**src/sv/fbt_pkg.sv**
```systemverilog
// Shared types, constants and helper functions for the FNV-1a base-36 tag block.
package fbt_pkg;

	localparam logic [63:0] FNV_BASIS = 64'hCBF2_9CE4_8422_2325;

	localparam int TAG_RADIX = 36;
	localparam int TAG_LEN   = 6;
	localparam int CHAR_W    = 7;

	localparam logic [CHAR_W-1:0] CHAR_ZERO = 7'h30;
	localparam logic [CHAR_W-1:0] CHAR_A    = 7'h41;
	localparam logic [5:0]        NUM_DIGITS = 6'd10;

	typedef logic [CHAR_W-1:0] char_t;
	typedef char_t [TAG_LEN-1:0] tag_t;

	// One FNV-1a step. The prime is 2^40 + 0x1B3, so the product is a sum of shifts.
	function automatic logic [63:0] fnv_step(logic [63:0] h, logic [7:0] b);
		logic [63:0] x;
		x = h ^ {56'd0, b};
		return (x << 40) + (x << 8) + (x << 7) + (x << 5) + (x << 4) + (x << 1) + x;
	endfunction

	// Maps a base-36 digit to its ASCII character.
	function automatic char_t digit_char(logic [5:0] d);
		char_t c;
		if (d < NUM_DIGITS) begin
			c = CHAR_ZERO + char_t'(d);
		end else begin
			c = CHAR_A + char_t'(d - NUM_DIGITS);
		end
		return c;
	endfunction

endpackage

```
**src/sv/fbt_if.sv**
```systemverilog
// Valid/ready channel interfaces for string bytes in and tags out.
interface fbt_in_if;
	logic       valid;
	logic       ready;
	logic [7:0] data_byte;
	logic       has_byte;
	logic       last;

	modport source (output valid, data_byte, has_byte, last, input ready);
	modport sink (input valid, data_byte, has_byte, last, output ready);
endinterface

interface fbt_out_if;
	logic           valid;
	logic           ready;
	fbt_pkg::char_t code_char_0;
	fbt_pkg::char_t code_char_1;
	fbt_pkg::char_t code_char_2;
	fbt_pkg::char_t code_char_3;
	fbt_pkg::char_t code_char_4;
	fbt_pkg::char_t code_char_5;

	modport source (output valid, code_char_0, code_char_1, code_char_2, code_char_3,
		code_char_4, code_char_5, input ready);
	modport sink (input valid, code_char_0, code_char_1, code_char_2, code_char_3,
		code_char_4, code_char_5, output ready);
endinterface

```
**src/sv/fbt_tag.sv**
```systemverilog
// Pipelined reduction of a 64-bit hash modulo 36^6 into six base-36 ASCII characters.
module fbt_tag (
	input  logic          clk,
	input  logic          arst_n,
	input  logic          hash_vld,
	output logic          hash_rdy,
	input  logic [63:0]   hash,
	output logic          tag_vld,
	input  logic          tag_rdy,
	output fbt_pkg::tag_t tag
);

	localparam int NUM_STAGES = 11;
	localparam int LANES      = 2;

	// 36^6 = 2^12 * 3^12 and 36^3 = 2^6 * 3^6.
	localparam longint unsigned FULL_MOD  = longint'(fbt_pkg::TAG_RADIX) ** fbt_pkg::TAG_LEN;
	localparam longint unsigned HALF_MOD  = longint'(fbt_pkg::TAG_RADIX) ** (fbt_pkg::TAG_LEN / 2);
	localparam longint unsigned QUAD_MOD  = longint'(fbt_pkg::TAG_RADIX) ** 2;
	localparam longint unsigned FULL_ODD  = FULL_MOD >> 12;
	localparam longint unsigned HALF_ODD  = HALF_MOD >> 6;

	localparam logic [72:0] RECIP_FULL_W = (73'd1 << 72) / 73'(FULL_ODD);
	localparam logic [52:0] RECIP_FULL   = 53'(RECIP_FULL_W);
	localparam logic [20:0] RECIP_HI     = RECIP_FULL[52:32];
	localparam logic [31:0] RECIP_LO     = RECIP_FULL[31:0];
	localparam logic [26:0] RECIP_HALF   = 27'(((64'd1 << 36) + 64'(HALF_ODD) - 64'd1) /
		64'(HALF_ODD));
	localparam logic [16:0] RECIP_QUAD   = 17'(((64'd1 << 27) + 64'(QUAD_MOD) - 64'd1) /
		64'(QUAD_MOD));
	localparam logic [11:0] RECIP_RADIX  = 12'(((64'd1 << 17) + 64'(fbt_pkg::TAG_RADIX) -
		64'd1) / 64'(fbt_pkg::TAG_RADIX));

	localparam logic [20:0] ODD21    = 21'(FULL_ODD);
	localparam logic [25:0] HODD26   = 26'(HALF_ODD);
	localparam logic [15:0] QUAD16   = 16'(QUAD_MOD);
	localparam logic [10:0] RADIX11  = 11'(fbt_pkg::TAG_RADIX);

	logic [NUM_STAGES-1:0] vld_q;
	logic [NUM_STAGES-1:0] rdy;
	logic [NUM_STAGES-1:0] ld;
	logic [NUM_STAGES-1:0] vld_in;

	assign rdy[NUM_STAGES-1] = !vld_q[NUM_STAGES-1] || tag_rdy;
	for (genvar k = 0; k < NUM_STAGES - 1; k++) begin : g_rdy
		assign rdy[k] = !vld_q[k] || rdy[k+1];
	end

	assign vld_in = {vld_q[NUM_STAGES-2:0], hash_vld};
	assign ld     = vld_in & rdy;

	always_ff @(posedge clk or negedge arst_n) begin
		if (!arst_n) begin
			vld_q <= '0;
		end else begin
			for (int k = 0; k < NUM_STAGES; k++) begin
				if (rdy[k]) begin
					vld_q[k] <= vld_in[k];
				end
			end
		end
	end

	assign hash_rdy = rdy[0];
	assign tag_vld  = vld_q[NUM_STAGES-1];

	logic [63:0] h_s1;
	always_ff @(posedge clk) begin
		if (ld[0]) begin
			h_s1 <= hash;
		end
	end

	// Quotient estimate of (hash >> 12) / 3^12 from three partial products.
	logic [40:0] m_hh;
	logic [51:0] m_hl;
	logic [52:0] m_lh;
	logic [28:0] phh_s2;
	logic [51:0] phl_s2;
	logic [52:0] plh_s2;
	logic [20:0] y21_s2;
	logic [11:0] low12_s2;

	assign m_hh = 41'(h_s1[63:44]) * 41'(RECIP_HI);
	assign m_hl = 52'(h_s1[63:44]) * 52'(RECIP_LO);
	assign m_lh = 53'(h_s1[43:12]) * 53'(RECIP_HI);

	always_ff @(posedge clk) begin
		if (ld[1]) begin
			phh_s2   <= m_hh[28:0];
			phl_s2   <= m_hl;
			plh_s2   <= m_lh;
			y21_s2   <= h_s1[32:12];
			low12_s2 <= h_s1[11:0];
		end
	end

	logic [60:0] qsum;
	logic [20:0] q21_s3;
	logic [20:0] y21_s3;
	logic [11:0] low12_s3;

	assign qsum = {phh_s2, 32'd0} + 61'(phl_s2) + 61'(plh_s2);

	always_ff @(posedge clk) begin
		if (ld[2]) begin
			q21_s3   <= qsum[60:40];
			y21_s3   <= y21_s2;
			low12_s3 <= low12_s2;
		end
	end

	logic [40:0] m_qn;
	logic [20:0] qn_s4;
	logic [20:0] y21_s4;
	logic [11:0] low12_s4;

	assign m_qn = 41'(q21_s3) * 41'(ODD21);

	always_ff @(posedge clk) begin
		if (ld[3]) begin
			qn_s4    <= m_qn[20:0];
			y21_s4   <= y21_s3;
			low12_s4 <= low12_s3;
		end
	end

	// The estimate is at most one short, so one conditional subtract finishes the remainder.
	logic [20:0] rdiff;
	logic [20:0] rfix;
	logic [25:0] u_s5;
	logic [5:0]  low6_s5;

	assign rdiff = y21_s4 - qn_s4;
	assign rfix  = (rdiff >= ODD21) ? rdiff - ODD21 : rdiff;

	always_ff @(posedge clk) begin
		if (ld[4]) begin
			u_s5    <= {rfix[19:0], low12_s4[11:6]};
			low6_s5 <= low12_s4[5:0];
		end
	end

	// Split the tag value into two halves of three digits each.
	logic [52:0] m_u;
	logic [15:0] hi_s6;
	logic [25:0] u_s6;
	logic [5:0]  low6_s6;

	assign m_u = 53'(u_s5) * 53'(RECIP_HALF);

	always_ff @(posedge clk) begin
		if (ld[5]) begin
			hi_s6   <= m_u[51:36];
			u_s6    <= u_s5;
			low6_s6 <= low6_s5;
		end
	end

	logic [25:0] m_h;
	logic [25:0] umod;
	logic [15:0] part_s7 [LANES];

	assign m_h  = 26'(hi_s6) * HODD26;
	assign umod = u_s6 - m_h;

	always_ff @(posedge clk) begin
		if (ld[6]) begin
			part_s7[0] <= hi_s6;
			part_s7[1] <= {umod[9:0], low6_s6};
		end
	end

	logic [32:0] m_a     [LANES];
	logic [5:0]  top_s8  [LANES];
	logic [15:0] part_s8 [LANES];
	logic [15:0] m_t     [LANES];
	logic [15:0] rdiff9  [LANES];
	logic [5:0]  top_s9  [LANES];
	logic [10:0] rem_s9  [LANES];
	logic [22:0] m_b     [LANES];
	logic [5:0]  top_s10 [LANES];
	logic [5:0]  mid_s10 [LANES];
	logic [10:0] rem_s10 [LANES];
	logic [10:0] m_m     [LANES];
	logic [10:0] ldiff   [LANES];
	fbt_pkg::tag_t tag_s11;

	always_comb begin
		for (int l = 0; l < LANES; l++) begin
			m_a[l]    = 33'(part_s7[l]) * 33'(RECIP_QUAD);
			m_t[l]    = 16'(top_s8[l]) * QUAD16;
			rdiff9[l] = part_s8[l] - m_t[l];
			m_b[l]    = 23'(rem_s9[l]) * 23'(RECIP_RADIX);
			m_m[l]    = 11'(mid_s10[l]) * RADIX11;
			ldiff[l]  = rem_s10[l] - m_m[l];
		end
	end

	always_ff @(posedge clk) begin
		if (ld[7]) begin
			for (int l = 0; l < LANES; l++) begin
				top_s8[l]  <= m_a[l][32:27];
				part_s8[l] <= part_s7[l];
			end
		end
	end

	always_ff @(posedge clk) begin
		if (ld[8]) begin
			for (int l = 0; l < LANES; l++) begin
				top_s9[l] <= top_s8[l];
				rem_s9[l] <= rdiff9[l][10:0];
			end
		end
	end

	always_ff @(posedge clk) begin
		if (ld[9]) begin
			for (int l = 0; l < LANES; l++) begin
				top_s10[l] <= top_s9[l];
				mid_s10[l] <= m_b[l][22:17];
				rem_s10[l] <= rem_s9[l];
			end
		end
	end

	always_ff @(posedge clk) begin
		if (ld[10]) begin
			for (int l = 0; l < LANES; l++) begin
				tag_s11[3*l]     <= fbt_pkg::digit_char(top_s10[l]);
				tag_s11[3*l + 1] <= fbt_pkg::digit_char(mid_s10[l]);
				tag_s11[3*l + 2] <= fbt_pkg::digit_char(ldiff[l][5:0]);
			end
		end
	end

	assign tag = tag_s11;

endmodule

```
**src/sv/fnv1a64_base36_tag.sv**
```systemverilog
// Top level: running FNV-1a 64-bit string hash emitted as a six-character base-36 tag.
//
// The byte_in channel carries one string byte per beat (data_byte, qualified by
// has_byte) and the last flag that ends a string. The hash register takes one
// beat per cycle while byte_in.ready is high; the per-byte XOR and prime multiply
// are a single shift-add stage feeding that register. A beat with last set sends
// the final hash into an eleven-stage reduction pipeline, and the tag appears on
// tag_out from the last stage register. Tags leave at up to one per cycle while
// tag_out.ready is high. Beats without last produce no tag.
// Reset returns the hash to the FNV offset basis and empties the pipeline.
// When the receiver stalls, the finished tag stays in the output register and
// earlier pipeline stages keep filling, so byte_in stays ready until every stage
// holds a tag; byte_in.ready is always high while tag_out.valid is low.
module fnv1a64_base36_tag (
	input logic        clk,
	input logic        arst_n,
	fbt_in_if.sink     byte_in,
	fbt_out_if.source  tag_out
);

	logic [63:0]   hash_q;
	logic [63:0]   hash_upd;
	logic          accept;
	logic          tag_rdy;
	fbt_pkg::tag_t tag;

	assign accept   = byte_in.valid && byte_in.ready;
	assign hash_upd = byte_in.has_byte ? fbt_pkg::fnv_step(hash_q, byte_in.data_byte) : hash_q;

	always_ff @(posedge clk or negedge arst_n) begin
		if (!arst_n) begin
			hash_q <= fbt_pkg::FNV_BASIS;
		end else if (accept) begin
			hash_q <= byte_in.last ? fbt_pkg::FNV_BASIS : hash_upd;
		end
	end

	fbt_tag u_tag (
		.clk      (clk),
		.arst_n   (arst_n),
		.hash_vld (byte_in.valid && byte_in.last),
		.hash_rdy (tag_rdy),
		.hash     (hash_upd),
		.tag_vld  (tag_out.valid),
		.tag_rdy  (tag_out.ready),
		.tag      (tag)
	);

	assign byte_in.ready       = tag_rdy;
	assign tag_out.code_char_0 = tag[0];
	assign tag_out.code_char_1 = tag[1];
	assign tag_out.code_char_2 = tag[2];
	assign tag_out.code_char_3 = tag[3];
	assign tag_out.code_char_4 = tag[4];
	assign tag_out.code_char_5 = tag[5];

endmodule

```
**src/flat_wrapper.sv**
```systemverilog
// flat-port wrapper written by rule: the top's interface ports become plain ports
module fnv1a64_base36_tag_flat 
  (clk, arst_n, byte_in_valid, byte_in_data_byte, byte_in_has_byte, byte_in_last, byte_in_ready, tag_out_valid, tag_out_code_char_0, tag_out_code_char_1, tag_out_code_char_2, tag_out_code_char_3, tag_out_code_char_4, tag_out_code_char_5, tag_out_ready);
  fbt_in_if byte_in_i ();
  fbt_out_if tag_out_i ();
  input logic clk;
  input logic arst_n;
  input wire logic [$bits(byte_in_i.valid)-1:0] byte_in_valid;
  input wire logic [$bits(byte_in_i.data_byte)-1:0] byte_in_data_byte;
  input wire logic [$bits(byte_in_i.has_byte)-1:0] byte_in_has_byte;
  input wire logic [$bits(byte_in_i.last)-1:0] byte_in_last;
  output wire logic [$bits(byte_in_i.ready)-1:0] byte_in_ready;
  output wire logic [$bits(tag_out_i.valid)-1:0] tag_out_valid;
  output wire logic [$bits(tag_out_i.code_char_0)-1:0] tag_out_code_char_0;
  output wire logic [$bits(tag_out_i.code_char_1)-1:0] tag_out_code_char_1;
  output wire logic [$bits(tag_out_i.code_char_2)-1:0] tag_out_code_char_2;
  output wire logic [$bits(tag_out_i.code_char_3)-1:0] tag_out_code_char_3;
  output wire logic [$bits(tag_out_i.code_char_4)-1:0] tag_out_code_char_4;
  output wire logic [$bits(tag_out_i.code_char_5)-1:0] tag_out_code_char_5;
  input wire logic [$bits(tag_out_i.ready)-1:0] tag_out_ready;
  assign byte_in_i.valid = byte_in_valid;
  assign byte_in_i.data_byte = byte_in_data_byte;
  assign byte_in_i.has_byte = byte_in_has_byte;
  assign byte_in_i.last = byte_in_last;
  assign byte_in_ready = byte_in_i.ready;
  assign tag_out_valid = tag_out_i.valid;
  assign tag_out_code_char_0 = tag_out_i.code_char_0;
  assign tag_out_code_char_1 = tag_out_i.code_char_1;
  assign tag_out_code_char_2 = tag_out_i.code_char_2;
  assign tag_out_code_char_3 = tag_out_i.code_char_3;
  assign tag_out_code_char_4 = tag_out_i.code_char_4;
  assign tag_out_code_char_5 = tag_out_i.code_char_5;
  assign tag_out_i.ready = tag_out_ready;
  fnv1a64_base36_tag u_core (.clk(clk), .arst_n(arst_n), .byte_in(byte_in_i), .tag_out(tag_out_i));
endmodule
```
**config.mk**
```make
export PLATFORM = sky130hd
export DESIGN_NAME = fnv1a64_base36_tag_flat
export DESIGN_NICKNAME = d
export VERILOG_FILES = /design/src/sv/fbt_pkg.sv /design/src/sv/fbt_if.sv /design/src/sv/fbt_tag.sv /design/src/sv/fnv1a64_base36_tag.sv /design/src/flat_wrapper.sv
export SDC_FILE = /design/constraint.sdc
export NUM_CORES = 2
export LEC_CHECK = 0
export ABC_CLOCK_PERIOD_IN_PS = 18000
export BUFFER_PORTS_ARGS = -buffer_cell sky130_fd_sc_hd__buf_4
export CORE_MARGIN = 10
export CORE_UTILIZATION = 25
export CTS_BUF_LIST = sky130_fd_sc_hd__clkbuf_16
export DETAILED_ROUTE_END_ITERATION = 7
export GPL_TIMING_DRIVEN = 0
export RECOVER_POWER = 50
export SYNTH_ARGS = -nofsm -noshare
export SYNTH_HDL_FRONTEND = slang
export SYNTH_HIERARCHICAL = 1
export SYNTH_SLANG_ARGS = --single-unit
```
**constraint.sdc**
```tcl
create_clock -name clk -period 18 [get_ports clk]
set_clock_uncertainty 0.2 [all_clocks]
set_input_delay 2.7 -clock clk [delete_from_list [all_inputs] [get_ports clk]]
set_output_delay 2.7 -clock clk [all_outputs]
set_load 0.02 [all_outputs]
```
# Word-level counts from Yosys, hierarchy flattened
# Memories as Yosys holds them, arrays and structs flattened.
# Index checks and enable logic that the tools add are counted.
# word_totals
input_bits	14
ramBits	156
register_bits	516
mem_count	8
elab_cells	140
# mem_list
name	depth	width	read_ports	rd_ports_with_merged_regs	wr	line_no	rtl
u_core.u_tag.part_s7	2	16	2	0	2	fbt_tag.sv:162	logic [15:0] part_s7 [LANES];
u_core.u_tag.part_s8	2	16	2	0	2	fbt_tag.sv:176	logic [15:0] part_s8 [LANES];
u_core.u_tag.rem_s10	2	11	2	0	2	fbt_tag.sv:184	logic [10:0] rem_s10 [LANES];
u_core.u_tag.rem_s9	2	11	2	0	2	fbt_tag.sv:180	logic [10:0] rem_s9 [LANES];
u_core.u_tag.mid_s10	2	6	2	0	2	fbt_tag.sv:183	logic [5:0] mid_s10 [LANES];
u_core.u_tag.top_s10	2	6	2	0	2	fbt_tag.sv:182	logic [5:0] top_s10 [LANES];
2 more memories	n/a	n/a	n/a	n/a	n/a	n/a	
# op_classes
bitwise_logic	2
n_mul	14
add_sub_neg	33
n_mux	17
reduce_logical	24
order_cmp	7
# op_table
op	count
64-bit adder	6
64-bit 2-to-1 mux	2
64-bit by 8-bit bitwise XOR with 64-bit output	1
16-bit by 15-bit multiplier with 31-bit output, second input constant	2
61-bit by 49-bit adder with 61-bit output	1
61-bit by 53-bit adder with 61-bit output	1
32-bit by 21-bit multiplier with 53-bit output, second input constant	1
26-bit by 27-bit multiplier with 52-bit output, second input constant	1
20-bit by 28-bit multiplier with 48-bit output, second input constant	1
11-bit by 12-bit multiplier with 23-bit output, second input constant	2
6-bit by 6-bit adder with 7-bit output, first input constant	6
7-bit adder, first input constant	6
7-bit 2-to-1 mux	6
6-bit by 4-bit subtractor with 7-bit output, second input constant	6
6-bit by 4-bit < comparator with 1-bit output, second input constant	6
20-bit by 21-bit multiplier with 29-bit output, second input constant	1
11-bit subtractor	2
21-bit by 20-bit greater-or-equal comparator with 1-bit output, second input constant	1
21-bit by 20-bit multiplier with 21-bit output, second input constant	1
21-bit subtractor	1
20-bit 2-to-1 mux	1
20-bit subtractor, second input constant	1
16-bit by 10-bit multiplier with 10-bit output, second input constant	1
6-bit by 7-bit multiplier with 7-bit output, second input constant	2
8 further kinds	38

# Logic depth before layout (Yosys ltp)
# logic_depth
depth_word	15
ltp_mapped	27

# By module
# Netlist, hierarchy kept.
# by_module_without_submodules
module	n_inst	cells_per_inst	area_each_um2
fbt_tag	1	6706	76524.6
fnv1a64_base36_tag	1	1501	13842.0

# Least setup slack after synthesis
# No wires, ideal clock.
# synth_path
path_kind	input to register
start	in byte_in_data_byte[4]
end	reg u_core.u_tag.h_s1[62] (data pin)
t_required_ns	17.539
setup_slack_ns	10.101
setup_ns	0.261
arrival_time_ns	7.438
path_stages	17
n_path_buf	0
cell_sequence	xor2_1 > inv_1 > fa_1 > inv_1 > fa_1 > fa_1 > ha_1 > ha_1 > a21oi_1 > nand2_1 > o21ai_1 > a2111oi_4 > or2_4 > a2111oi_4 > o31a_1 > a2111oi_2 > a221o_1
# synth_via
elab_chain_cells	8
# synth_lines
element	line_no	rtl
start, declared	flat_wrapper.sv:9	input wire logic [$bits(byte_in_i.data_byte)-1:0] byte_in_data_byte;
64-bit by 8-bit bitwise XOR with 64-bit output (*)	fbt_pkg.sv:20	x = h ^ {56'd0, b};
64-bit adder (5 in a row)	fbt_pkg.sv:21	return (x << 40) + (x << 8) + (x << 7) + (x << 5) + (x << 4) + (x << 1) + x;
64-bit adder (*)	fbt_pkg.sv:21	
64-bit 2-to-1 mux (*)	fnv1a64_base36_tag.sv:28	assign hash_upd = byte_in.has_byte ? fbt_pkg::fnv_step(hash_q, byte_in.data_byte) : hash_q;
net u_core.hash_upd[62]	fnv1a64_base36_tag.sv:22	logic [63:0] hash_upd;
end signal, assigned	fbt_tag.sv:70	h_s1 <= hash;
end, declared	fbt_tag.sv:67	logic [63:0] h_s1;
# The timed path passes the listed nets; every way through them passes the cells marked *.
# A chain may end at the register's enable or synchronous reset.

# Final worst setup path
# layout_path
start	reg u_core.u_tag.h_s1[45]
end	reg u_core.u_tag.phl_s2[47] (data pin)
# layout_via
elab_chain_cells	1
# layout_lines
element	line_no	rtl
20-bit by 28-bit multiplier with 48-bit output	fbt_tag.sv:85	assign m_hl = 52'(h_s1[63:44]) * 52'(RECIP_LO);
net u_core.u_tag.m_hl[47]	fbt_tag.sv:76	logic [51:0] m_hl;
end signal, assigned	fbt_tag.sv:91	phl_s2 <= m_hl;
end, declared	fbt_tag.sv:79	logic [51:0] phl_s2;
# The timed path passes the listed nets, and every way through them passes these cells.

==> flow_metrics.py <==
metrics = {
    "status": {
        "status": "complete, but fails checks",
        "violations": "capacitance limit, slew limit",
    },
    "sta": {
        "slew_viol_final": 188,
        "period_needed_ns": 9.38,
        "rsz0062_at_grt": "no",
        "whs_ns": 0.214,
        "worst_pin_slew_ns": 2.91,
        "finalCritPeriodShare": 0.521,
        "slew_headroom": -0.942,
        "finalSetupTns_ns": 0,
        "fin_ws_ns": 8.62,
        "finalSetupViolations": 0,
        "fmax_mhz": 107,
        "hold_viol": 0,
    },
    "floorplan": {
        "dieArea_sq_um": 386000,
        "die_y_um": 621,
        "io_pins": 58,
        "rows": 220,
        "coreArea_sq_um": 359000,
        "start_util": 0.251,
        "die_w_um": 621,
    },
    "synth": {
        "yosys_warnings": 6,
        "postSynthCellCount": 8207,
        "ys_ff_latch": 649,
        "synth_edf_count": 574,
        "yosys.area.top_type_share": 0.302,
        "netlist.top_cell.by_area": "fa_1",
        "synth-seq-area-share": 0.212,
        "async_flop_share": 0.116,
        "synth.avg_cell_area_sq_um": 11.0,
        "synth_cell_types": 101,
        "post-synth-top-count-cell": "inv_1",
        "ys.flop_type": "edfxtp_1",
        "synth_area_sq_um": 90400,
        "ys_top_cells_by_area": "fa_1, ha_1, edfxtp_1, inv_1, xnor2_1",
        "synth_fp_nets": 11228,
        "synthTopCellsByCount": "inv_1, ha_1, fa_1",
    },
    "layout": {
        "final_nets": 11373,
        "multiInputGateArea_sq_um": 62700,
        "antenna_cells": 0,
        "fill_cells": 37703,
        "drive_gt1_frac": 0.0316,
        "area_delta_synth_final_pct": 9.85,
        "layout.cells.non_filler": 13182,
        "seq_area_sq_um": 19100,
    },
    "route": {
        "drtAntennaViolNets": 0,
        "first_iter_violations": 3028,
        "vias_per_cell": 4.28,
        "drt_wl_total_mm": 208,
        "avgRoutedWirePerCell_um": 15.8,
        "route.vias.total": 56366,
        "drc_errors": 0,
        "firstDrtPassIters": 5,
    },
    "global_route": {
        "grt-ovfl-total": 0,
        "grt_pass1_vias": 59937,
        "antenna_found_initial": 8,
        "track_usage": 0.108,
        "grt_max_degree": 76,
        "grt_pass1_wl_mm": 335,
    },
    "placement": {
        "dp_hpwl_mm": 179,
        "place.gp.congestion": 0.939,
        "pre_cts_ws_ns": 8.88,
        "portBuffers": 57,
        "dpl.cell_count": 13049,
    },
    "setup_path": {
        "crit_path_top_delay_cell": "clkbuf_1",
        "crit_path_end_kind": "flip-flop",
        "worstPathRequired_ns": 18.22,
        "crit_type": "reg -> reg",
        "cp_max_fo": 12,
        "cp.arrival_ns": 9.60,
        "cp_common_cell": "fa_1",
        "r2r_slack_ns": 8.62,
        "crit_chain": "clkbuf_1 -> inv_1 -> fa_1 -> inv_1 -> fa_1 -> inv_1 -> fa_1 -> fa_1 -> inv_1 -> fa_1 -> ha_1 -> nand2_1 -> a21oi_1 -> o211ai_1 -> a311oi_1 -> nand2_1 -> a31oi_1 -> a41oi_1 -> a311oi_1 -> mux2i_1 -> nand3_1",
        "slowest_delay_ns": 0.96,
        "cp-start-kind": "flip-flop",
    },
    "clock_tree": {
        "cts_buffer_depth": 3,
        "root_buffer": "clkbuf_16",
        "cts_hold_buf": 0,
        "cts_tree": "yes",
        "cts_sinks": 649,
        "htreeDepth": 3,
        "worstSkewPairLatency_ns": 0.69,
        "post_cts_buffers": 0,
        "ctsResizeCount": 0,
        "path_clk_slew_ns": 0.07,
        "cts_buffers": 73,
    },
    "run": {
        "drv_cap": 6,
    },
    "worst_hold_path": {
        "min_path_type": "reg -> reg",
    },
}
[routing by layer]
metal	up-vias	routed length, um	track usage
li1	26782	-	-
met5	-	0	0
met2	1087	99000	0.183
met1	28257	93700	0.144
met3	240	11000	0.0186
met4	0	4660	0.0225
[registers in the layout (all words and copies together), names as in the netlist, 22 cells and up]
name	count
u_core/u_tag/h_s1	64
u_core/u_tag/phh_s2	29
u_core/u_tag/tag	42
u_core/u_tag/phl_s2	47
u_core/hash_q	64
u_core/u_tag/plh_s2	53
u_core/u_tag/u_s5	26
u_core/u_tag/part_s8	22
u_core/u_tag/part_s7	32
u_core/u_tag/rem_s9	22
[area by class of cell]
type | instances | share of cell area
multi-input cells | 5291 | 0.631
flip-flops and latches | 649 | 0.193
inverters | 2208 | 0.0835
well taps | 4773 | 0.0602
clock buffers | 75 | 0.0189
clock inverters | 57 | 0.00693
repair buffers | 70 | 0.00398
plain buffers | 59 | 0.00239
[path summary, 6_finish.rpt]
| path | depth (start not counted) | startpoint | endpoint |
|---|---|---|---|
| max in group asynchronous | 2 | arst_n | u_core/u_tag/vld_q[10] |
| min reg2reg | 0 | u_core/u_tag/hi_s6[11] | u_core/u_tag/part_s7[0][11] |
| max | 21 | u_core/u_tag/h_s1[45] | u_core/u_tag/phl_s2[47] |
| min | 0 | u_core/u_tag/hi_s6[11] | u_core/u_tag/part_s7[0][11] |
| min in group asynchronous | 1 | arst_n | u_core/hash_q[10] |
| max reg2reg | 21 | u_core/u_tag/h_s1[45] | u_core/u_tag/phl_s2[47] |
[layout by cell type, fill, tap and decap left out, drive strengths merged, types with 140 or more instances in the layout]
cell type	n
fa	1364
a21o	140
edfxtp	574
nand2	238
o21ai	182
a21oi	265
ha	1643
inv	2231
nor2	200
xnor2	299
clkbuf	172
[per-stage QoR]
step                utilization  instance area, sq um
floorplan                     -                 90400
global placement          0.269                 96800
detailed placement        0.270                 97100
CTS                       0.277                 99700
global route              0.276                 99300
finish                    0.276                 99300
[critical path: cells and delay by family, from the launching register on]
kind                       cells  cell delay (ns)
muxes                          1             0.25
buffers and inverters          5             1.95
AOI/OAI and AO/OA              6             2.41
and+or+nand+nor                3             0.44
DFF                            1             0.74
adders and majority gates      6             3.10
[cell families after synthesis]
logic type / Yosys count / synth area share
muxes: 47 / 0.00557
and+or+nand+nor: 867 / 0.0472
AOI/OAI and AO/OA: 966 / 0.0720
DFF: 649 / 0.212
buffers and inverters: 2267 / 0.0945
xor gates and xnor gates: 404 / 0.0392
adders and majority gates: 3007 / 0.530
Power is left out: the tool's default activity adds up to more than one toggle a clock period on the data nets, which glitch-free logic cannot reach.
